[src/rtl/core/ortf_pkg.sv]
// Shared package for the overwrite-oldest trace ring FIFO.
// Holds the command codes, field widths and the controller-to-datapath command struct.
// No dependencies.
package ortf_pkg;

  localparam int unsigned DEPTH_DEF = 1024;

  // Field widths of the transaction ports
  localparam int unsigned BYTE_W  = 8;
  localparam int unsigned COUNT_W = 11;
  localparam int unsigned REQ_W   = 8;

  // Operation codes carried by in_cmd
  localparam logic CMD_WRITE = 1'b0;
  localparam logic CMD_READ  = 1'b1;

  // Saturation limit of the per-request valid byte counter
  localparam logic [REQ_W-1:0] REQ_MAX = '1;

  // Controller commands to the datapath
  typedef struct packed {
    logic wr_item;    // accepted write: store byte, update pointers, load result
    logic rd_item;    // accepted read: issue store read, update pointers, load result fields
    logic byte_load;  // store read data is back: load read byte into the result register
  } ortf_cmd_t;

endpackage

[src/rtl/core/ortf_ctrl.sv]
// Transaction controller for the trace ring FIFO: handshakes and sequencing.
// Depends on ortf_pkg; drives the ortf_dp command struct.
module ortf_ctrl (
  input  logic                  clk,
  input  logic                  rst_n,
  input  logic                  in_valid,
  output logic                  in_ready,
  input  logic                  in_cmd,
  output logic                  out_valid,
  input  logic                  out_ready,
  output ortf_pkg::ortf_cmd_t   cmd
);
  import ortf_pkg::*;

  localparam logic ST_IDLE   = 1'b0;
  localparam logic ST_RDWAIT = 1'b1;

  logic state_r, state_nxt;
  logic out_valid_r, out_valid_nxt;
  logic out_free;
  logic accept;

  // Output slot is free when empty or being drained this cycle
  assign out_free  = !out_valid_r || out_ready;
  assign in_ready  = (state_r == ST_IDLE) && out_free;
  assign accept    = in_valid && in_ready;
  assign out_valid = out_valid_r;

  always_comb begin
    state_nxt     = state_r;
    out_valid_nxt = out_valid_r && !out_ready;
    cmd           = '0;
    unique case (state_r)
      ST_IDLE: begin
        if (accept) begin
          if (in_cmd == CMD_WRITE) begin
            cmd.wr_item   = 1'b1;
            out_valid_nxt = 1'b1;
          end else begin
            cmd.rd_item = 1'b1;
            state_nxt   = ST_RDWAIT;
          end
        end
      end
      ST_RDWAIT: begin
        cmd.byte_load = 1'b1;
        out_valid_nxt = 1'b1;
        state_nxt     = ST_IDLE;
      end
      default: begin
        state_nxt = ST_IDLE;
      end
    endcase
  end

  always_ff @(posedge clk) begin
    if (!rst_n) begin
      state_r     <= ST_IDLE;
      out_valid_r <= 1'b0;
    end else begin
      state_r     <= state_nxt;
      out_valid_r <= out_valid_nxt;
    end
  end

  // No new transaction while a read waits on the store
  a_no_accept_in_rdwait: assert property (@(posedge clk) disable iff (!rst_n)
    (state_r == ST_RDWAIT) |-> !in_ready)
    else $error("input taken while store read pending");

  // A taken read passes the read wait state and then presents its result
  a_read_latency: assert property (@(posedge clk) disable iff (!rst_n)
    cmd.rd_item |=> ##1 out_valid_r)
    else $error("read result not presented on time");

  // Result slot is empty whenever the read data comes back
  a_slot_free_on_load: assert property (@(posedge clk) disable iff (!rst_n)
    cmd.byte_load |-> !out_valid_r)
    else $error("read data would overwrite a pending result");

endmodule

[config.mk]
export PLATFORM = sky130hd
export DESIGN_NAME = ortf_ctrl
export DESIGN_NICKNAME = d
export VERILOG_FILES = /design/src/rtl/core/ortf_pkg.sv /design/src/rtl/core/ortf_ctrl.sv
export SDC_FILE = /design/constraint.sdc
export NUM_CORES = 1
export LEC_CHECK = 0
export ABC_AREA = 1
export BUFFER_PORTS_ARGS = -buffer_cell sky130_fd_sc_hd__buf_4
export CORE_AREA = 4 4 41 43
export CTS_CLUSTER_DIAMETER = 80
export DETAILED_ROUTE_END_ITERATION = 10
export DIE_AREA = 0 0 45 47
export SYNTH_ARGS = -nofsm -noshare
export SYNTH_HDL_FRONTEND = slang
export SYNTH_SLANG_ARGS = --single-unit
[constraint.sdc]
create_clock -name clk -period 1.4 [get_ports clk]
set_clock_uncertainty 0.15 [all_clocks]
set_input_delay 0.35 -clock clk [delete_from_list [all_inputs] [get_ports clk]]
set_output_delay 0.35 -clock clk [all_outputs]
set_load 0.02 [all_outputs]
==> flow_results.org <==
** Run status
- The flow ran to the end, but the final reports show violations.
- The final reports fail on negative setup slack.

** Finish
- Most common library cell in the layout ignoring fill and taps :: buf_4
- At the end of the flow the core is filled with cells to 20.48%.
- 0 antenna diodes ended up in the layout.
- For this run, the number of standard cells in the final layout without fillers is 44.
- The top cell types in the final layout, fill and taps aside, are 9 x buf_4, 4 x inv_1, 3 x clkbuf_4, 2 x buf_6.
- Compared with the post-synthesis result, the final layout area differs by 124.2%.
- Fraction of layout instances using a drive strength above 1 :: 79.31%
- Net count, final :: 36

** Die
- Die area :: 2115 um^2
- Total I/O pin count :: 10
- The floorplan step set the die width to between 40 and 50 um.
- In this run the vertical extent of the chip is 47 um.
- Initial Util :: 9.135%
- Core area :: 1301 um^2
- Row Count :: 13

** Power and ir drop
- Power density over the cells :: 985.3 nW/um^2
- P_sw :: 71.42 uW
- Internal power component :: 191.2 uW
- The clock network burns ~48% of the power.
- Combinational logic is responsible for 27.2% of the overall power.
- In this run the static leakage power is 0.0001376 uW.
- Net switching is about 27% of the power.
- Registers are responsible for 24.3% of the overall power.
- The worst-case IR drop observed on VDD is slightly below 0.2 mV.

** Worst setup path
- Along the worst path, the maximum fanout reaches 3.
- Cell with the biggest individual delay on the critical path :: dfxtp_2
- In this run the worst setup path begins at out_valid.
- Number of cell instances on the worst register-to-register path :: 5
- Category of the worst setup path launch point :: register
- Type of element capturing the critical path :: output pin
- Data required time at the worst endpoint :: 0.90 ns
- Endpoint arrival time on the critical path :: 0.95 ns
- Largest incremental delay on the critical path :: 0.32 ns
- Reg-to-Reg Start :: out_valid
- The critical path goes through nand2_4, nand3_4, nor2_4, buf_6.
- By startpoint and endpoint, the worst setup path is classified as register to output pin.

** Yosys
- Instance count of the mapped netlist :: 16
- Distinct cell type count after synthesis :: 8
- Summing the sequential cell areas from Yosys gives 33.68% of the chip area.
- The share of synthesized area in the top cell type comes to 33.68%.
- Post-synthesis cell type with the largest combined area :: dfxtp_1
- Total of flip-flops plus latches after synthesis :: 2
- Top post-synthesis cells by area :: dfxtp_1 34%, inv_1 16%, nand2_2 11%
- Post-Synthesis Net Count :: 21
- Area of the mapped netlist :: 118.9 um^2
- Warnings, synthesis :: 0
- A synthesized cell averages 7.429 um^2.

** Timing
- Transition time at the pin with the least slew margin :: 0.1804 ns
- Top achievable clock speed :: 691.1 MHz
- Unrepaired setup endpoints after global routing :: yes
- Total count of max-transition violations in the final report :: 0
- The worst pin sits at a relative slew slack of 87.96%.
- Fraction of the cycle the final worst path needs :: 103.4%
- Final setup violation count :: 2
- Accumulated negative setup slack :: -0.09241 ns
- After layout, the worst setup slack is -0.04694 ns.
- Period minus WS final :: 1.447 ns
- Post-Route Hold Slack :: 0.2209 ns
- The final number of hold-violating endpoints is 0.

** Clock tree
- Number of H-tree levels :: 1
- Worst skew pair latency :: between 0.2 and 0.25 ns
- Clock tree synthesis inserted a total of 3 buffers.
- CTS placed an instance of clkbuf_4 at the clock tree root.
- Buffers inserted to repair hold after CTS numbered 0.
- CTS saw 2 sinks.
- Clock-pin slew was measured on the worst setup and hold paths at about 0.030 ns.
- TritonCTS built the clock tree.
- The clock passes through at most 2 buffers.

** Worst hold path
- The startpoint identified for the worst hold timing path is rst_n.
- The worst hold path passes through 3 cells.
- In this run the worst hold path is classified as primary input to register.

** Route
- Routed WL :: 361 um
- First-iteration detailed-routing DRC count :: 0
- After detailed routing, the number of vias per cell comes to approximately 3.3.
- For this run, the detailed router's first-pass iteration total came to 1.
- In this run the remaining antenna-violating nets after routing total 0.
- Vias after detailed routing :: 146
- DR DRC count :: 0
- In the final routed layout, each cell accounts on average for 8.205 um.

** Global route
- After global routing the overflow that remains totals 0.
- GRT Resource Usage Total :: 4.101%
- Entering global routing, the biggest net connects 4 pins.
- Antenna violations before repair :: 0
- Number of global-route vias before repair :: 143
- Wire length of the first global-routing pass :: 510 um

** Run
- The tool flagged a number of max-cap violations equal to 0.

** Place
- Post-DP HPWL :: 243.3 um
- Cell count after placement :: 40
- Weighted congestion reported at the end of routability-driven placement :: 0.6782
- Number of port buffers :: 9
registers in the layout, indices dropped and copies added, names as in the netlist:
name,flops
state_r,1
out_valid,1
per-stage QoR:
stage	instance area (um^2)	total power (uW)	worst slack, ns
floorplan	118.9	93.76	0.05358
global placement	205.2	120.8	0.02162
detailed placement	205.2	121.1	0.03221
CTS	242.7	263.2	-0.06181
global route	266.5	285.0	-0.09849
finish	266.5	262.6	-0.04694
cell usage after synthesis:
master	n
nor3_2	1
nor2_1	3
inv_1	5
dfxtp_1	2
nand3_2	1
nand2_2	2
buf_4	1
a21oi_2	1
worst paths after layout:
path / to / slack (ns)
setup reg to reg: state_r / 0.34
setup / recovery: cmd[1] / -0.05
hold reg to reg: out_valid / 0.45
hold / removal: out_valid / 0.22
power groups by stage:
stage / combinational, uW / sequential [uW] / clock, uW
6_report: 71.5 / 63.9 / 127
5_1_grt: 77.2 / 64.0 / 144
4_1_cts: 63.8 / 63.3 / 136
3_5_place_dp: 57.7 / 63.4 / 0
3_3_place_gp: 57.4 / 63.4 / 0
2_1_floorplan: 27.9 / 65.8 / 0
final cells by class:
class	instances	area (um^2)
clock buffers	3	22.52
repair buffers	11	90.09
inverters	5	18.77
flip-flops and latches	2	41.29
well taps	15	18.77
fillers	158	1035
multi-input cells	8	75.07
per-layer routing:
metal	share of wire [%]	GRT usage [%]	up-vias	wire length, um
met5	0	0	-	0
met4	4.2	8.772	0	15
met3	14	1.533	2	49
met2	47	4.802	10	168
met1	35	3.620	63	127
li1	-	-	71	-
logic make-up after synthesis:
kind of cell	synth area share (%)
buffers and inverters	22.11
flip-flops	33.69
AND/OR/NAND/NOR	36.84
AO/OA/AOI/OAI	7.370
repair_timing:
item | 4_1_cts | 5_1_grt
endpoints found under the hold margin | 0 | 0
setup endpoints to repair | 2 | 3
resized for setup | 4 | 5
pin swaps | 0 | 3
setup buffers | 1 | 0
worst max-delay path: cells and delay by family (launching register included):
family,cells,cell delay (ns)
DFF,1,0.32
and+or+nand+nor,3,0.29
buffers and inverters,1,0.12
(Power assumes the default switching activity.)
